--- config.mk ---
export PLATFORM = sky130hd
export DESIGN_NAME = tahc_cell
export DESIGN_NICKNAME = d
export VERILOG_FILES = /design/src/design/tahc_pkg.sv /design/src/design/tahc_cell.sv
export SDC_FILE = /design/constraint.sdc
export NUM_CORES = 1
export LEC_CHECK = 0
export BUFFER_PORTS_ARGS = -buffer_cell sky130_fd_sc_hd__buf_2
export CAP_MARGIN = 20
export CORE_MARGIN = 8
export CORE_UTILIZATION = 30
export CTS_CLUSTER_DIAMETER = 200
export CTS_CLUSTER_SIZE = 25
export DETAILED_ROUTE_END_ITERATION = 7
export GPL_ROUTABILITY_DRIVEN = 0
export SLEW_MARGIN = 10
export SYNTH_ARGS = -nofsm -noshare
export SYNTH_HDL_FRONTEND = slang
export SYNTH_SLANG_ARGS = --single-unit
--- constraint.sdc ---
create_clock -name aclk -period 5.6 [get_ports aclk]
set_clock_uncertainty 0.15 [all_clocks]
set_input_delay 1.4 -clock aclk [delete_from_list [all_inputs] [get_ports aclk]]
set_output_delay 1.4 -clock aclk [all_outputs]
set_load 0.05 [all_outputs]
--- src/design/tahc_pkg.sv ---
`timescale 1ns / 1ps
// Shared types, codes and constants of the timestamp autocorrelation histogram.
package tahc_pkg;

    localparam int BINS_DEFAULT  = 1024;
    localparam int DEPTH_DEFAULT = 16;

    localparam logic [31:0] TAU_MIN_RESET   = 32'hFFFF_FE00;
    localparam logic [15:0] BIN_WIDTH_RESET = 16'd1;
    localparam logic [31:0] COUNT_MAX       = 32'hFFFF_FFFF;

    // Differences at or beyond 2^FAR_BITS ticks never land in any bin.
    localparam int FAR_BITS = 40;
    // Signed width that holds a delay, tau_min and the bin span together.
    localparam int DELAY_W  = 43;

    localparam logic [1:0] KIND_EVENT = 2'd0;
    localparam logic [1:0] KIND_CLEAR = 2'd1;
    localparam logic [1:0] KIND_READ  = 2'd2;

    localparam logic REG_TAU_MIN   = 1'b0;
    localparam logic REG_BIN_WIDTH = 1'b1;

    typedef struct packed {
        logic [1:0]  kind;
        logic [63:0] stamp;
        logic [9:0]  bin_index;
    } tahc_in_t;

    typedef struct packed {
        logic [31:0] bin_count;
        logic        window_overflow;
        logic        count_saturated;
    } tahc_out_t;

endpackage

--- src/design/tahc_cell.sv ---
`timescale 1ns / 1ps
// One cell of the stamp chain: holds a stamp and its distance to the probe stamp.
module tahc_cell (
    input  logic                           aclk,
    input  logic                           en,
    input  logic [63:0]                    stamp_in,
    input  logic [63:0]                    probe,
    output logic [63:0]                    stamp_out,
    output logic [tahc_pkg::FAR_BITS-1:0]  diff_out,
    output logic                           near_out
);
    import tahc_pkg::*;

    logic [63:0]         stamp_reg;
    logic [FAR_BITS-1:0] diff_reg;
    logic                near_reg;
    logic [63:0]         abs_diff;

    // Distance is symmetric, so stamps out of order pair the same way.
    assign abs_diff = (probe >= stamp_in) ? (probe - stamp_in) : (stamp_in - probe);

    always_ff @(posedge aclk) begin
        if (en) begin
            stamp_reg <= stamp_in;
            diff_reg  <= abs_diff[FAR_BITS-1:0];
            near_reg  <= (abs_diff[63:FAR_BITS] == '0);
        end
    end

    assign stamp_out = stamp_reg;
    assign diff_out  = diff_reg;
    assign near_out  = near_reg;

endmodule

==> metrics.txt, run 1 <==
status completed; I/O Buffers 234; Remaining DRCs 0; Worst-Margin Slew 931 ps; Yosys top cell area share 0.267; Ys Warns 0; most frequent cells in the layout 233 x buf_2, 186 x a21oi_1, 149 x inv_1, 132 x o21ai_0, 127 x ha_1; Initial Util 0.305; overall routing resource usage 0.188; Worst Path Max Fanout 21; Post-synth EDFFs 105; Synth Register Bits 105; CP Capture Type flip-flop; Area growth, synth to finish 17.6%; Slew Limit Fails 0; Hold Crit Start stamp_in[63]; Lkg Pwr 6.06 nW; hold_buf cts 0; drt via density 5.54; logic gate share of total power 0.487; clock sinks 105; # nets final 1935; drt initial violations 1328; Die Width 214 um; VDD IR max 0.173 mV; Pwr per Cell Area 244 nW/um2; H-tree levels 3; WP data required 5600 ps; I/O pin count 235; full die area 46000 um2; Root Driver clkbuf_16; CORE AREA 38700 um2; Worst EP arrival 5220 ps; First-pass DRT Iterations 7; Resized Gates After CTS 0; clock share of power 0.211; MaxCap Viol Count 0; final wirelength 44900 um; CTS tree done; Synth area leader edfxtp_1; most common cell after layout, fill and taps aside buf_2; chip height 214 um; non-filler cells, final 2199; metal3 WL 4160 um; Diodes inserted 0; clock slew at reported path FFs 90 ps; final setup vio count 0; Max clock buf depth 2; post-DP HPWL 37500 um; total grt overflow 0; most area-consuming cells after synthesis edfxtp_1 27%, ha_1 13%, a21oi_1 7.9%; Async SR Flop Fraction 0; hold path depth 1; Mapped Area 11800 um2; final hold vios 0; Fill cells 4146; Seq pwr share 0.301; Seq/Total Area, Yosys 0.267; ANT nets after route 0; wl on met1 19400 um; syn avg cell area 8.10 um2; first-pass GRT wire length 68900 um; Startpoint Class input pin; antenna violations before repair 0; Int Pwr 0.00185 W; routed len/inst 20.4 um; DR WL met2 19900 um; Vias 12200; post-CTS setup buffer count 0; layout cell share with drive strength beyond 1 0.198; worst hold endpoint stamp_out[63]$_DFFE_PP_; sw frac 0.454; Crit Path Class input pin to flip-flop; fmax 0.192 GHz; Inst Count DP 2183; vias in the first global route 12000; class of the worst hold path input pin to flip-flop; Top Metal Used met4; RSZ-0062 raised after global routing no; CTS Buf Count 9; Final Cycle Share 0.932; register area 3150 um2; row count 72; P_sw 0.00153 W; syn nets 1717; Multi-input gate area 7700 um2; Top FF cell, synth edfxtp_1; number of distinct library cells after synthesis 86; Mapped Cells 1458; fin crit period 5220 ps; Slew HR 0.375; final setup TNS 0 ps; largest net degree at the start of global routing 44
==> area by class of cell <==
type / instances / share of cell area
Timing Repair Buffer: 278 / 0.108
Clock inverter: 7 / 0.00685
Clock buffer: 9 / 0.0162
Multi-Input combinational cell: 1133 / 0.555
Tap cell: 518 / 0.0467
Inverter: 149 / 0.0403
Sequential cell: 105 / 0.227
==> metrics by stage <==
stage | util | total power [W] | area [um2] | worst slack [ps] | hold WS, ps
after global placement | 0.350 | 0.00265 | 13600 | 302 | 1450
after CTS | 0.358 | 0.00340 | 13900 | 703 | 1020
after detailed placement | 0.350 | 0.00266 | 13600 | 282 | 1450
final | 0.358 | 0.00338 | 13900 | 379 | 1040
after global routing | 0.358 | 0.00356 | 13900 | 376 | 1030
after floorplan | - | 0.00217 | 11800 | 1250 | 1350
==> routing by layer <==
metal | track usage | vias up
met4 | 0.0711 | 0
met3 | 0.0399 | 95
met1 | 0.252 | 5663
met2 | 0.294 | 664
li1 | - | 5751
met5 | 0 | -
==> cell usage after synthesis, types with 22 or more instances <==
cell type	instances
a21o_1	35
inv_1	149
a211oi_1	22
nand4_1	49
xor2_1	30
a21oi_1	186
xnor2_1	35
edfxtp_1	105
o21a_1	26
ha_1	127
buf_2	38
nand2_1	118
nor2_1	98
o21ai_0	132
==> cells by family after synthesis <==
group           count (synthesis)  synth area share
compound gates                537             0.289
xor+xnor                       65            0.0482
fa+ha+maj                     129             0.138
buf+inv                       220            0.0809
flops                         105             0.267
mux                            15            0.0128
simple gates                  387             0.164
==> worst max path at each step <==
stage | start | to | slack (ps) | depth (start not counted)
3_3_place_gp | stamp_in[42] | diff_out[37]$_DFFE_PP_ | 300 | 13
4_1_cts | stamp_in[42] | diff_out[37]$_DFFE_PP_ | 700 | 13
5_1_grt | stamp_in[42] | diff_out[37]$_DFFE_PP_ | 380 | 13
3_5_place_dp | stamp_in[42] | diff_out[37]$_DFFE_PP_ | 280 | 13
2_1_floorplan | stamp_in[0] | near_out$_DFFE_PP_ | 1250 | 14
6_report | stamp_in[42] | diff_out[37]$_DFFE_PP_ | 380 | 13
==> power groups by stage <==
stage | logic (W) | clock network (W) | registers, W
2_1_floorplan | 0.000790 | 0 | 0.00138
3_5_place_dp | 0.00162 | 0 | 0.00104
4_1_cts | 0.00163 | 0.000748 | 0.00102
3_3_place_gp | 0.00161 | 0 | 0.00104
5_1_grt | 0.00176 | 0.000768 | 0.00103
6_report | 0.00165 | 0.000714 | 0.00102
==> worst max-delay path: stages <==
cell     delay (ps)
buf_2           110
inv_1            50
ha_1            560
nand4_1         400
nor4_1          690
nand4_1         160
o21ai_0         240
nor2_1          100
nand3_2         270
buf_4           330
mux2i_1         440
a31oi_1         240
xnor2_1         200
==> state kept, by name (all words and copies together), names as in the netlist <==
register	count
stamp_out	64
diff_out	40
near_out	1
Note: power is estimated with default switching activity, not from simulation.
==> run 2, diff against run 1 <==
--- a/config.mk
+++ b/config.mk
@@ -5,6 +5,7 @@
 export SDC_FILE = /design/constraint.sdc
 export NUM_CORES = 1
 export LEC_CHECK = 0
+export ABC_AREA = 0
 export BUFFER_PORTS_ARGS = -buffer_cell sky130_fd_sc_hd__buf_2
 export CAP_MARGIN = 20
 export CORE_MARGIN = 8
==> constraint.sdc (replaced) <==
create_clock -name aclk -period 5.9 [get_ports aclk]
set_clock_uncertainty 0.15 [all_clocks]
set_input_delay 1.475 -clock aclk [delete_from_list [all_inputs] [get_ports aclk]]
set_output_delay 1.475 -clock aclk [all_outputs]
set_load 0.05 [all_outputs]
==> metrics.txt, run 2 (synthesis gave the netlist of run 1 again) <==
first-pass GRT wire length 67100 um; clock slew at reported path FFs 90 ps; CTS tree done; Final Cycle Share 0.895; Worst Path Max Fanout 16; Worst EP arrival 5350 ps; Diodes inserted 0; ANT nets after route 0; drt via density 5.49; Resized Gates After CTS 0; status completed; clock sinks 105; final setup vio count 0; fmax 0.189 GHz; Pwr per Cell Area 230 nW/um2; WP buf/inv 2; CORE AREA 38700 um2; row count 72; Initial Util 0.305; Root Driver clkbuf_16; total grt overflow 0; vias in the first global route 11900; Max clock buf depth 2; antenna violations before repair 0; Die Width 214 um; CTS Buf Count 9; layout cell share with drive strength beyond 1 0.191; class of the worst hold path input pin to flip-flop; slowest stage cell, crit path ha_1; WP data required 5970 ps; pre-CTS setup slack 357 ps; largest net degree at the start of global routing 54; routed len/inst 20.2 um; post-DP HPWL 36900 um; Final WS setup 619 ps; post-CTS setup buffer count 0; fin crit period 5280 ps; Crit path max-delay family simple AND/OR/NAND/NOR gates; Crit Path Class input pin to flip-flop; Slew HR 0.403; full die area 46000 um2; final hold vios 0; I/O pin count 235; Inst Count DP 2170; most frequent cells in the layout 233 x buf_2, 186 x a21oi_1, 149 x inv_1, 132 x o21ai_0, 127 x ha_1; First-pass DRT Iterations 5; I/O Buffers 234; power consumption 0.00318 W; Lkg Pwr 5.99 nW; VDD IR max 0.149 mV; chip height 214 um; non-filler cells, final 2185; final setup TNS 0 ps; crit-path cells buf_2, inv_1, ha_1, nand4_1, nor4_1, nand4_1, o21ai_0, nor2_1, nand3_2, o21ai_0, o22a_1, o221ai_1, xor2_1; DP Area 13500 um2; final wirelength 44000 um; max reg flops 64; MaxCap Viol Count 0; Vias 12000; cell area after layout 13800 um2; Startpoint Class input pin; overall routing resource usage 0.184; # nets final 1922; Slew Limit Fails 0; CP max stage delay 570 ps; drt initial violations 995; CP Capture Type flip-flop; Area growth, synth to finish 16.7%; Worst-Margin Slew 896 ps; Remaining DRCs 0; most common cell after layout, fill and taps aside buf_2; RSZ-0062 raised after global routing no; hold_buf cts 0; H-tree levels 3
[run 2: cell types whose count changed in the layout (fill, tap and decap cells not counted)]
cell,before,now
buf_12,0,1
inv_8,2,0
buf_4,45,31
clkinv_4,2,1
clkinvlp_4,0,2
[run 2: routing by layer]
| metal | vias up | track usage | share of wire |
|---|---|---|---|
| met3 | 94 | 0.0433 | 0.079 |
| met5 | - | 0 | 0 |
| met2 | 591 | 0.285 | 0.44 |
| li1 | 5732 | - | - |
| met4 | 0 | 0.0820 | 0.035 |
| met1 | 5589 | 0.242 | 0.44 |
[run 2: path summary, 6_finish.rpt]
check / endpoint / from / depth (start not counted) / slack (ps)
max: diff_out[36]$_DFFE_PP_ / stamp_in[50] / 13 / 620
min: stamp_out[63]$_DFFE_PP_ / stamp_in[63] / 1 / 1110
[run 2: metrics by stage]
stage	utilization	hold WS, ps
4_1_cts	0.356	1090
3_5_place_dp	0.348	1520
2_1_floorplan	-	1420
6_report	0.356	1110
3_3_place_gp	0.348	1520
5_1_grt	0.356	1100
[run 2: layout make-up]
cell class	count	area, um2
clock buffer	9	225
clock inverter	6	78.8
fill	4187	25000
inverter	149	559
multi-input combinational	1133	7700
sequential	105	3150
tap	518	648
timing repair buffer	265	1420
[run 2: power breakdown]
part	switching [W]	total [W]	leakage, nW	internal, W
logic	0.00109	0.00155	4.82	0.000462
clock network	0.000331	0.000664	0.141	0.000332
registers	0.0000245	0.000964	1.03	0.000940
