`config.mk`:
```
export PLATFORM = sky130hd
export DESIGN_NAME = tahc_div
export DESIGN_NICKNAME = d
export VERILOG_FILES = /design/src/design/tahc_pkg.sv /design/src/design/tahc_div.sv
export SDC_FILE = /design/constraint.sdc
export NUM_CORES = 1
export LEC_CHECK = 0
export BUFFER_PORTS_ARGS = -buffer_cell sky130_fd_sc_hd__buf_2
export CORE_MARGIN = 3
export CORE_UTILIZATION = 58
export DETAILED_ROUTE_END_ITERATION = 10
export GPL_TIMING_DRIVEN = 0
export PLACE_DENSITY_LB_ADDON = 0.2
export SYNTH_ARGS = -nofsm -noshare
export SYNTH_HDL_FRONTEND = slang
export SYNTH_SLANG_ARGS = --single-unit
```
`constraint.sdc`:
```
create_clock -name aclk -period 4.49 [get_ports aclk]
set_clock_uncertainty 0.15 [all_clocks]
set_input_delay 0.6735 -clock aclk [delete_from_list [all_inputs] [get_ports aclk]]
set_output_delay 0.6735 -clock aclk [all_outputs]
set_load 0.02 [all_outputs]
```
`src/design/tahc_pkg.sv`:
```
`timescale 1ns / 1ps
// Shared types, codes and constants of the timestamp autocorrelation histogram.
package tahc_pkg;

    localparam int BINS_DEFAULT  = 1024;
    localparam int DEPTH_DEFAULT = 16;

    localparam logic [31:0] TAU_MIN_RESET   = 32'hFFFF_FE00;
    localparam logic [15:0] BIN_WIDTH_RESET = 16'd1;
    localparam logic [31:0] COUNT_MAX       = 32'hFFFF_FFFF;

    // Differences at or beyond 2^FAR_BITS ticks never land in any bin.
    localparam int FAR_BITS = 40;
    // Signed width that holds a delay, tau_min and the bin span together.
    localparam int DELAY_W  = 43;

    localparam logic [1:0] KIND_EVENT = 2'd0;
    localparam logic [1:0] KIND_CLEAR = 2'd1;
    localparam logic [1:0] KIND_READ  = 2'd2;

    localparam logic REG_TAU_MIN   = 1'b0;
    localparam logic REG_BIN_WIDTH = 1'b1;

    typedef struct packed {
        logic [1:0]  kind;
        logic [63:0] stamp;
        logic [9:0]  bin_index;
    } tahc_in_t;

    typedef struct packed {
        logic [31:0] bin_count;
        logic        window_overflow;
        logic        count_saturated;
    } tahc_out_t;

endpackage

```
`src/design/tahc_div.sv`:
```
`timescale 1ns / 1ps
// Restoring divider, one quotient bit per cycle, for the bin index.
module tahc_div #(
    parameter int QW = 10
) (
    input  logic           aclk,
    input  logic           aresetn,
    input  logic           start,
    input  logic [QW+15:0] dividend,
    input  logic [15:0]    divisor,
    output logic           done,
    output logic [QW-1:0]  quotient
);
    import tahc_pkg::*;

    localparam int NW = QW + 16;
    localparam int CW = (QW > 1) ? $clog2(QW) : 1;

    logic [NW-1:0] rem_reg;
    logic [NW-1:0] dsh_reg;
    logic [QW-1:0] q_reg;
    logic [CW-1:0] cnt_reg;
    logic          busy_reg;
    logic          done_reg;
    logic          fits;

    assign fits = (rem_reg >= dsh_reg);

    always_ff @(posedge aclk) begin
        if (!aresetn) begin
            busy_reg <= 1'b0;
            done_reg <= 1'b0;
        end else begin
            done_reg <= 1'b0;
            if (start) begin
                busy_reg <= 1'b1;
            end else if (busy_reg && cnt_reg == '0) begin
                busy_reg <= 1'b0;
                done_reg <= 1'b1;
            end
        end
    end

    always_ff @(posedge aclk) begin
        if (start) begin
            rem_reg <= dividend;
            dsh_reg <= NW'(divisor) << (QW - 1);
            q_reg   <= '0;
            cnt_reg <= CW'(QW - 1);
        end else if (busy_reg) begin
            if (fits) begin
                rem_reg <= rem_reg - dsh_reg;
            end
            q_reg   <= (q_reg << 1) | QW'(fits);
            dsh_reg <= dsh_reg >> 1;
            cnt_reg <= cnt_reg - 1'b1;
        end
    end

    assign done     = done_reg;
    assign quotient = q_reg;

endmodule

```
==> summary.txt, run 1 <==
STA
  – Final setup fails: 0
  – RSZ-0062 raised after global routing: no
  – Tcrit/Tclk final: around nine tenths
  – Minimum clock period: about 4 ns
  – Fmax: roughly 0.25 GHz
  – Slew Limit Fails: 0
  – Hold Violations, Final: 0
  – Worst Max-Slew Pin Slew: 1.24 ns
  – TNS Setup: 0 ns
  – Max_slew headroom: between 10% and 20%

Floorplanning
  – CORE AREA: 0.00653 mm2
  – Placement Rows: 29
  – Die width: between 80 and 90 um
  – Die area: around 0.0080 mm2
  – Die height: 89.3 um
  – Initial Utilization: around three fifths
  – Ports: 56

Global route
  – GRT busiest layer: met2
  – Initial antenna violation count: 0
  – GRT Overall Usage: between 20 and 25%
  – Met3 usage: about 3.6%
  – Largest net degree at the start of global routing: 27
  – Met1 usage: 32.4%
  – Global-route wire length before repair: 15000 um
  – M2 GR Usage: between 40% and 50%
  – Vias in the first global route: between 3000 and 4000
  – Gr ovfl total: 0

Synthesis
  – Area contributors post-synth: edfxtp_1 31%, dfxtp_1 12%, ha_1 8.4%
  – Synth area leader: edfxtp_1
  – Post-synthesis async set-or-reset flop share: 0%
  – Top-area cell type share of the netlist area: 31.3%
  – Net count after synthesis: ~500
  – Simple logic cell fraction of the synthesized area: a little over an eighth
  – Synth unique cells: 50
  – Post-synthesis mux area share: about 5.0%
  – Synth warnings: 0
  – XOR/XNOR share of the synthesized area: approximately 4.8%
  – Syn_area_per_cell: 9.52 um2
  – #FFs+latches synth: 67
  – EDFF count, synth: 42
  – Synth Cell Area: 0.00403 mm2
  – Synth Area in Adders: slightly below 9%
  – Part of the Yosys area used for sequential elements: 43.7%
  – Top FF cell, synth: edfxtp_1
  – Compound-Gate Fraction of Synth Area: 19.5%
  – Post-synthesis cell count: about 420
  – Main combinational cell family by area after synthesis: compound AO/OA/AOI/OAI gates

Clocking
  – Num CTS Buffers: 9
  – Clock Tree Root: clkbuf_8
  – Hold buffer count at CTS: 0
  – H-tree Lvls: 3
  – # Post-CTS Setup Buffers: 0
  – Post-CTS Resized: 0
  – Clock Tree Buf Depth: 2
  – CTS tree: built
  – Latest clock arrival within the worst-skew pair: roughly 0.35 ns
  – CTS sink cnt: 67
  – Clk pin slew, worst setup/hold paths: about 0.080 ns

Placement
  – HPWL after DPL: roughly 6800 um
  – DP Area: ~0.0044 mm2
  – IO buf count: 54
  – GPL Wtd Cong: between 0.8 and 0.9

Power and ir drop
  – Static Leak: 1.97 nW
  – Combinational share of power: between 40% and 50%
  – Seq pwr share: a little under two fifths
  – Worst vdd ir: 290 uV
  – Internal power: 0.00140 W
  – P per Cell Area: between 400 and 500 mW/mm2
  – Clock share of power: 22.5%
  – NetSw: roughly 0.00081 W
  – Switching fraction of total power: between 30% and 40%

Drt
  – Number of vias per cell: roughly 5.8
  – Post-route ant nets: 0
  – Total wire length: 9290 um
  – Vias: 3286
  – Detailed-route DRC error count: 0
  – Pre-Repair DR Iteration Count: 7
  – Drt wl/cell: approximately 16 um
  – Initial drt markers: approximately 180

Critical path
  – Reg2Reg Setup Slack: 0.54 ns
  – Worst-path fanout max: 26
  – Worst R2R Start: rem_reg[0]
  – Arrival time at the worst endpoint: 3.76 ns
  – WS Path Type: reg -> reg
  – Critical Path Start Type: flip-flop
  – CP endpoint kind: flip-flop
  – FF-to-FF path depth: 10
  – Reg-to-Reg End: rem_reg[18]
  – CP Data Required Time: 4.29 ns

Layout
  – Share of cells above drive strength 1: 16.2%
  – Area growth, synth to finish: 13.9%
  – Nets: between 500 and 600
  – # diodes: 0
  – Max reg flops: 26
  – Post-route cell area: about 0.0046 mm2

Min path
  – Worst Hold Class: reg -> reg
  – Worst hold start: quotient[9]
  – Hold EP: quotient[9]
  – Worst Hold Depth: 2

Run
  – # Max-Cap Violations: 0

Status
  – Outcome: complete, no violations
==> through the flow <==
stage | utilization, % | total power [W] | hold slack, ns | std cells | worst slack, ns
floorplan | - | 0.00151 | 0.315 | 423 | 1.22
global placement | 67.3 | 0.00167 | 0.321 | 554 | 0.597
detailed placement | 67.3 | 0.00170 | 0.335 | 554 | 0.567
CTS | 70.2 | 0.00221 | 0.349 | 570 | 0.511
global route | 70.2 | 0.00235 | 0.389 | 570 | 0.193
finish | 70.2 | 0.00221 | 0.353 | 570 | 0.536
==> cells in the final DEF, fill, tap and decap left out, types with 2 or more instances in the layout <==
cell	instances
buf_1	2
a21boi_0	2
buf_2	55
nand3_1	4
nor2_1	34
o21bai_1	4
or3_1	2
nor3_1	8
o21a_1	5
clkbuf_1	14
dfxtp_1	25
o2111ai_1	2
a21o_1	10
o211ai_1	3
a22o_1	15
mux2i_1	19
nand2b_1	5
xor2_1	9
or2_2	2
nand2_1	45
a211oi_1	3
inv_1	34
clkinv_2	2
xnor2_1	13
inv_4	2
nor2b_1	6
nor4b_1	2
ha_1	27
nand4_1	2
edfxtp_1	42
o31ai_1	6
clkbuf_8	10
a21oi_1	24
a31oi_1	6
o21ai_0	29
==> cell families (layout without fill, tap and decap cells) <==
family | count (synthesis) | in the layout
AOI/OAI and AO/OA | 117 | 117
and+or+nand+nor | 117 | 117
DFF | 67 | 67
buffers and inverters | 52 | 122
adders and majority gates | 28 | 28
xor gates and xnor gates | 22 | 22
muxes | 20 | 20
==> worst max path at each step <==
stage / start / endpoint
final: rem_reg[0] / rem_reg[18]
after global routing: rem_reg[0] / rem_reg[18]
after CTS: rem_reg[0] / rem_reg[18]
after detailed placement: rem_reg[0] / rem_reg[15]
after global placement: rem_reg[0] / rem_reg[12]
after floorplan: rem_reg[0] / rem_reg[0]
==> cell usage after synthesis, drive strengths merged, types with 13 or more instances <==
cell,count
nand2,45
edfxtp,42
inv,34
nor2,34
o21ai,30
ha,27
dfxtp,25
a21oi,24
mux2i,19
a22o,15
clkbuf,14
xnor2,13
==> per-layer routing <==
metal,share of wire (%),vias to the layer above
li1,-,1649
met1,47,1540
met2,47,84
met3,5.1,13
met4,1.6,0
met5,0,-
==> final cells by class <==
type | instances | area, um2
buffer | 17 | 65.1
clock buffer | 11 | 163
clock inverter | 5 | 31.3
fill | 520 | 1940
inverter | 35 | 131
multi-input combinational | 304 | 2070
sequential | 67 | 1760
tap | 77 | 96.3
timing repair buffer | 54 | 270
==> power by group through the flow <==
stage	combinational, W	clock, W	sequential [W]
global placement	0.000843	0	0.000832
floorplan	0.000684	0	0.000823
detailed placement	0.000866	0	0.000835
finish	0.000892	0.000499	0.000822
CTS	0.000883	0.000502	0.000822
global route	0.000991	0.000532	0.000830
==> critical path: stages (launching register included) <==
cell and delay (ns):
edfxtp_1 0.33, inv_1 0.05, ha_1 0.22, fa_1 0.41, nor2b_1 0.17, o2111ai_1 0.21, a211oi_2 0.34, o31ai_1 0.14
a2111oi_0 0.42, o21ai_0 0.19, nand2_1 0.93
(Power assumes the default switching activity.)
==> inputs of run 2 (changes only) <==
BUFFER_PORTS_ARGS = not set   (was -buffer_cell sky130_fd_sc_hd__buf_2)
DONT_BUFFER_PORTS = 1   (was not set)
clock period = 3.3 ns   (was 4.49 ns; I/O delays follow)
==> summary.txt, run 2 (synthesized netlist as in run 1, its figures left out) <==
Clocking
  – Latest clock arrival within the worst-skew pair: about 0.34 ns
  – H-tree Lvls: 3
  – Clk pin slew, worst setup/hold paths: ~0.080 ns
  – CTS sink cnt: 67
  – Clock Tree Buf Depth: 2
  – Num CTS Buffers: 9
  – Clock Tree Root: clkbuf_8
  – CTS tree: built

Drt
  – Total wire length: around 9500 um
  – Pre-Repair DR Iteration Count: 5
  – Initial drt markers: between 150 and 200
  – Detailed-route DRC error count: 0
  – Vias: between 3000 and 4000
  – Post-route ant nets: 0
  – Drt wl/cell: approximately 18 um
  – Number of vias per cell: 6.05

Placement
  – GPL Wtd Cong: roughly 0.86
  – HPWL after DPL: between 6000 and 7000 um
  – IO buf count: 0

Critical path
  – CP Data Required Time: between 3 and 4 ns
  – Worst-path fanout max: 7
  – Critical Path Start Type: flip-flop
  – Slowest cell on the critical path: a2111oi_2
  – Max incr delay on CP: about 0.51 ns
  – CP endpoint kind: flip-flop
  – CP Cell Sequence: inv_1 -> ha_1 -> a21oi_1 -> o21ba_2 -> o21ai_0 -> a31oi_1 -> a2111oi_2 -> o21ai_4 -> nand2_4
  – WS Path Type: reg -> reg
  – Arrival time at the worst endpoint: about 3.0 ns

Layout
  – # diodes: 0
  – Share of cells above drive strength 1: about 7%
  – Multi-input gate area: ~0.0021 mm2
  – Max reg flops: 26
  – Most common cell after layout, fill and taps aside: nand2_1
  – Most frequent cells in the layout: 44 x nand2_1, 42 x edfxtp_1, 34 x inv_1, 34 x nor2_1, 28 x o21ai_0
  – Area growth, synth to finish: 8.42%
  – Fill cells: ~530
  – Reg area: ~0.0018 mm2
  – Nets: roughly 500

Power and ir drop
  – Worst vdd ir: 315 uV
  – Clock share of power: 22.0%
  – P per Cell Area: 686 mW/mm2
  – Static Leak: approximately 1.8 nW
  – Internal power: between 0.0015 and 0.002 W
  – Tot Pwr: ~0.003 W
  – NetSw: roughly 0.0011 W
  – Combinational share of power: between 40% and 50%
  – Seq pwr share: between 30% and 40%
  – Switching fraction of total power: 37.5%

Global route
  – Largest net degree at the start of global routing: 17
  – Vias in the first global route: between 3000 and 4000
  – GRT Overall Usage: roughly 25%
  – Initial antenna violation count: 0
  – Gr ovfl total: 0
  – Global-route wire length before repair: about 15000 um

STA
  – Minimum clock period: 3.13 ns
  – Tcrit/Tclk final: between 90% and 100%
  – Worst Max-Slew Pin Slew: between 0.7 and 0.8 ns
  – Slew Limit Fails: 0
  – Fmax: 0.320 GHz
  – TNS Setup: 0 ns
  – Final setup fails: 0
  – Max_slew headroom: between 40% and 50%
  – Hold Violations, Final: 0
  – RSZ-0062 raised after global routing: no

Floorplanning
  – Placement Rows: 29
  – Initial Utilization: about 60%
  – Die width: around 89 um
  – CORE AREA: about 0.0065 mm2
  – Die area: around 0.0080 mm2
  – Ports: 56
  – Die height: 89.3 um

Run
  – # Max-Cap Violations: 0

Min path
  – Worst Hold Class: in -> reg

Status
  – Outcome: complete, no violations
==> run 2: cell types whose count changed in the layout (fill, tap and decap cells not counted) <==
cell,change
a2111oi_2,+1
o21ai_0,-1
nand2_1,-1
nand2_4,+4
clkbuf_1,+1
a2111oi_0,-1
o21ai_4,+1
clkbuf_8,-1
buf_2,-54
==> run 2: path summary, 6_finish.rpt <==
path / from / end / slack (ns) / depth (start not counted)
max: dsh_reg[15] / rem_reg[7] / 0.17 / 9
max reg2reg: dsh_reg[15] / rem_reg[7] / 0.17 / 9
min: aresetn / done / 0.10 / 2
min reg2reg: cnt_reg[3] / cnt_reg[3] / 0.37 / 2
==> run 2: repair_timing <==
action                                  CTS  global route
hold buffers                              0             0
gates cloned                              1             2
setup buffers                             0             0
pin swaps                                 2             5
endpoints found under the setup margin   26            26
resized for setup                         4             6
==> run 2: critical path, delay by kind of cell (launching register included) <==
kind	cells	cell delay, ns
simple gates	1	0.19
compound gates	6	1.65
flops	1	0.38
buf+inv	1	0.06
fa+ha+maj	1	0.37
==> run 2: per-stage QoR <==
step                cells  utilization [%]  setup WS [ns]  hold WS [ns]  cell area (um2)
finish                519             66.9          0.171         0.102             4370
global route          519             66.9         0.0142         0.117             4370
CTS                   517             66.2        0.00172        0.0967             4330
detailed placement    500             63.1         -0.626         0.337             4120
global placement      500             63.1         -0.615         0.329             4120
floorplan             423                -         0.0266         0.315             4030
==> run 2: power by group through the flow <==
stage / clock [W] / sequential (W) / combinational, W
floorplan: 0 / 0.00112 / 0.000930
global placement: 0 / 0.00113 / 0.00112
detailed placement: 0 / 0.00114 / 0.00114
CTS: 0.000662 / 0.00112 / 0.00116
global route: 0.000703 / 0.00114 / 0.00135
finish: 0.000659 / 0.00112 / 0.00121
==> run 2: routing by layer <==
layer	up-vias	share of wire, %	global-route usage (%)
met1	1475	46	33.0
met4	0	2.0	10.1
met5	-	0	0
met3	20	5.1	4.70
met2	93	46	39.2
li1	1554	-	-
==> run 2: final cells by class <==
type	instances	area share (%)
sequential	67	40.3
clock inverter	5	0.716
multi-input combinational	307	48.7
buffer	17	1.49
tap	77	2.21
inverter	35	3.01
clock buffer	11	3.50
==> inputs of run 3 (changes only) <==
CORE_ASPECT_RATIO = 1.4   (was not set)
==> summary.txt, run 3 (synthesized netlist as in run 1, its figures left out) <==
Status
  – Outcome: complete, no violations

STA
  – Hold slack: around 0.093 ns
  – Slew Limit Fails: 0
  – Final setup fails: 0
  – Max_slew headroom: approximately 53%
  – Worst Max-Slew Pin Slew: slightly above 0.7 ns
  – Tcrit/Tclk final: a little over nine tenths
  – Hold Violations, Final: 0
  – Minimum clock period: 3.17 ns
  – Fmax: between 0.3 and 0.4 GHz

Drt
  – Pre-Repair DR Iteration Count: 5
  – Vias: between 3000 and 4000
  – Detailed-route DRC error count: 0
  – Number of vias per cell: ~6
  – Drt wl/cell: between 15 and 20 um
  – Total wire length: roughly 9200 um
  – Post-route ant nets: 0
  – Initial drt markers: between 150 and 200

Min path
  – Worst Hold Class: in -> reg
  – Worst hold start: aresetn
  – Hold EP: done
  – Worst Hold Depth: 2

Placement
  – IO buf count: 0
  – HPWL after DPL: 6770 um
  – GPL Wtd Cong: ~0.86
  – DP Area: 0.00414 mm2

Layout
  – Share of cells above drive strength 1: under 10%
  – Post-route cell area: around 0.0044 mm2
  – # diodes: 0
  – Max reg flops: 26
  – Area growth, synth to finish: 9.41%
  – Most frequent cells in the layout: 44 x nand2_1, 42 x edfxtp_1, 34 x inv_1, 34 x nor2_1, 28 x o21ai_0
  – Nets: just over 500
  – Most common cell after layout, fill and taps aside: nand2_1
  – Fill cells: about 570

Floorplanning
  – Die width: 76.4 um
  – CORE AREA: between 0.006 and 0.007 mm2
  – Initial Utilization: approximately 61%
  – Placement Rows: 35
  – Ports: 56
  – Die height: approximately 100 um
  – Die area: ~0.0080 mm2

Global route
  – GRT Overall Usage: between 20% and 30%
  – Initial antenna violation count: 0
  – Global-route wire length before repair: between 15000 and 20000 um
  – Vias in the first global route: around 3200
  – Largest net degree at the start of global routing: 17
  – Gr ovfl total: 0

Power and ir drop
  – Static Leak: between 1.5 and 2 nW
  – P per Cell Area: approximately 700 mW/mm2
  – Worst vdd ir: between 300 and 400 uV
  – Tot Pwr: ~0.0031 W

Run
  – # Max-Cap Violations: 0

Clocking
  – Num CTS Buffers: 9
  – CTS sink cnt: between 60 and 70
  – Latest clock arrival within the worst-skew pair: around 0.36 ns
  – Clk pin slew, worst setup/hold paths: around 0.07 ns
  – Clock Tree Buf Depth: 2
  – Clock Tree Root: clkbuf_8
  – CTS tree: built
  – H-tree Lvls: 3

Critical path
  – Critical Path Start Type: flip-flop
  – CP Cell Sequence: inv_1 -> ha_1 -> fa_1 -> nor2b_2 -> o2111ai_1 -> a211oi_2 -> o31ai_2 -> a2111oi_2 -> o21ai_2 -> nand2_2 -> buf_4
  – CP endpoint kind: flip-flop
  – Top delay family on crit path: compound AO/OA/AOI/OAI gates
  – Reg-to-Reg End: rem_reg[25]
  – Worst R2R Start: rem_reg[0]
  – FF-to-FF path depth: 11
  – Reg2Reg Setup Slack: 0.13 ns
  – Arrival time at the worst endpoint: slightly above 3 ns
  – Max incr delay on CP: ~0.43 ns
  – Worst path bufs/invs: 2
  – CP Data Required Time: ~3.2 ns
  – WS Path Type: reg -> reg
  – Worst-path fanout max: 6
  – Slowest cell on the critical path: fa_1
==> run 3: cell count changes in the layout (fill, tap and decap cells not counted), moves of 2 or more <==
cell / previous run / this run
nand2_4: 4 / 1
buf_4: 0 / 2
bufinv_16: 0 / 2
inv_4: 2 / 0
==> run 3: final cells by class <==
| type | count | area (um2) | area share, % |
|---|---|---|---|
| buffer | 17 | 65.1 | 1.48 |
| tap | 92 | 115 | 2.61 |
| timing repair buffer | 2 | 15.0 | 0.341 |
| inverter | 35 | 131 | 2.98 |
| clock buffer | 11 | 141 | 3.21 |
| clock inverter | 5 | 76.3 | 1.73 |
| multi-input combinational | 305 | 2100 | 47.7 |
| sequential | 67 | 1760 | 40.0 |
==> run 3: through the flow <==
stage                     std cells  TNS (ns)  setup WS (ns)  utilization [%]
after detailed placement        515    -18.96         -0.730             62.2
after CTS                       534         0         0.0111             66.0
final                           534         0          0.134             66.2
after global routing            534   -0.0452       -0.00639             66.2
after global placement          515    -16.92         -0.652             62.2
after floorplan                 423         0         0.0266                -
==> run 3: report_power, final <==
part | switching [W] | internal, W
Combinational | 0.000691 | 0.000493
Clock | 0.000318 | 0.000442
Sequential | 0.0000643 | 0.00106
==> run 3: worst max path at each step <==
stage	cells after the start	end	start	slack, ns
2_1_floorplan	10	rem_reg[0]	rem_reg[0]	0.03
3_3_place_gp	10	rem_reg[11]	rem_reg[0]	-0.65
3_5_place_dp	10	rem_reg[11]	rem_reg[0]	-0.73
4_1_cts	11	rem_reg[23]	rem_reg[0]	0.01
5_1_grt	11	rem_reg[18]	rem_reg[0]	-0.006
6_report	11	rem_reg[25]	rem_reg[0]	0.13
==> run 3: timing repair <==
item | in CTS | in global routing
endpoints found under the setup margin | 26 | 26
hold endpoints to repair | 0 | 0
hold buffers | 0 | 0
pin swaps | 4 | 2
resized for setup | 5 | 3
cloned | 1 | 0
setup buffers | 2 | 0
==> run 3: layer usage <==
layer,share of wire [%],track usage (%)
met5,0,0
met4,1.3,9.46
met3,5.1,5.17
met2,52,43.3
met1,42,27.1
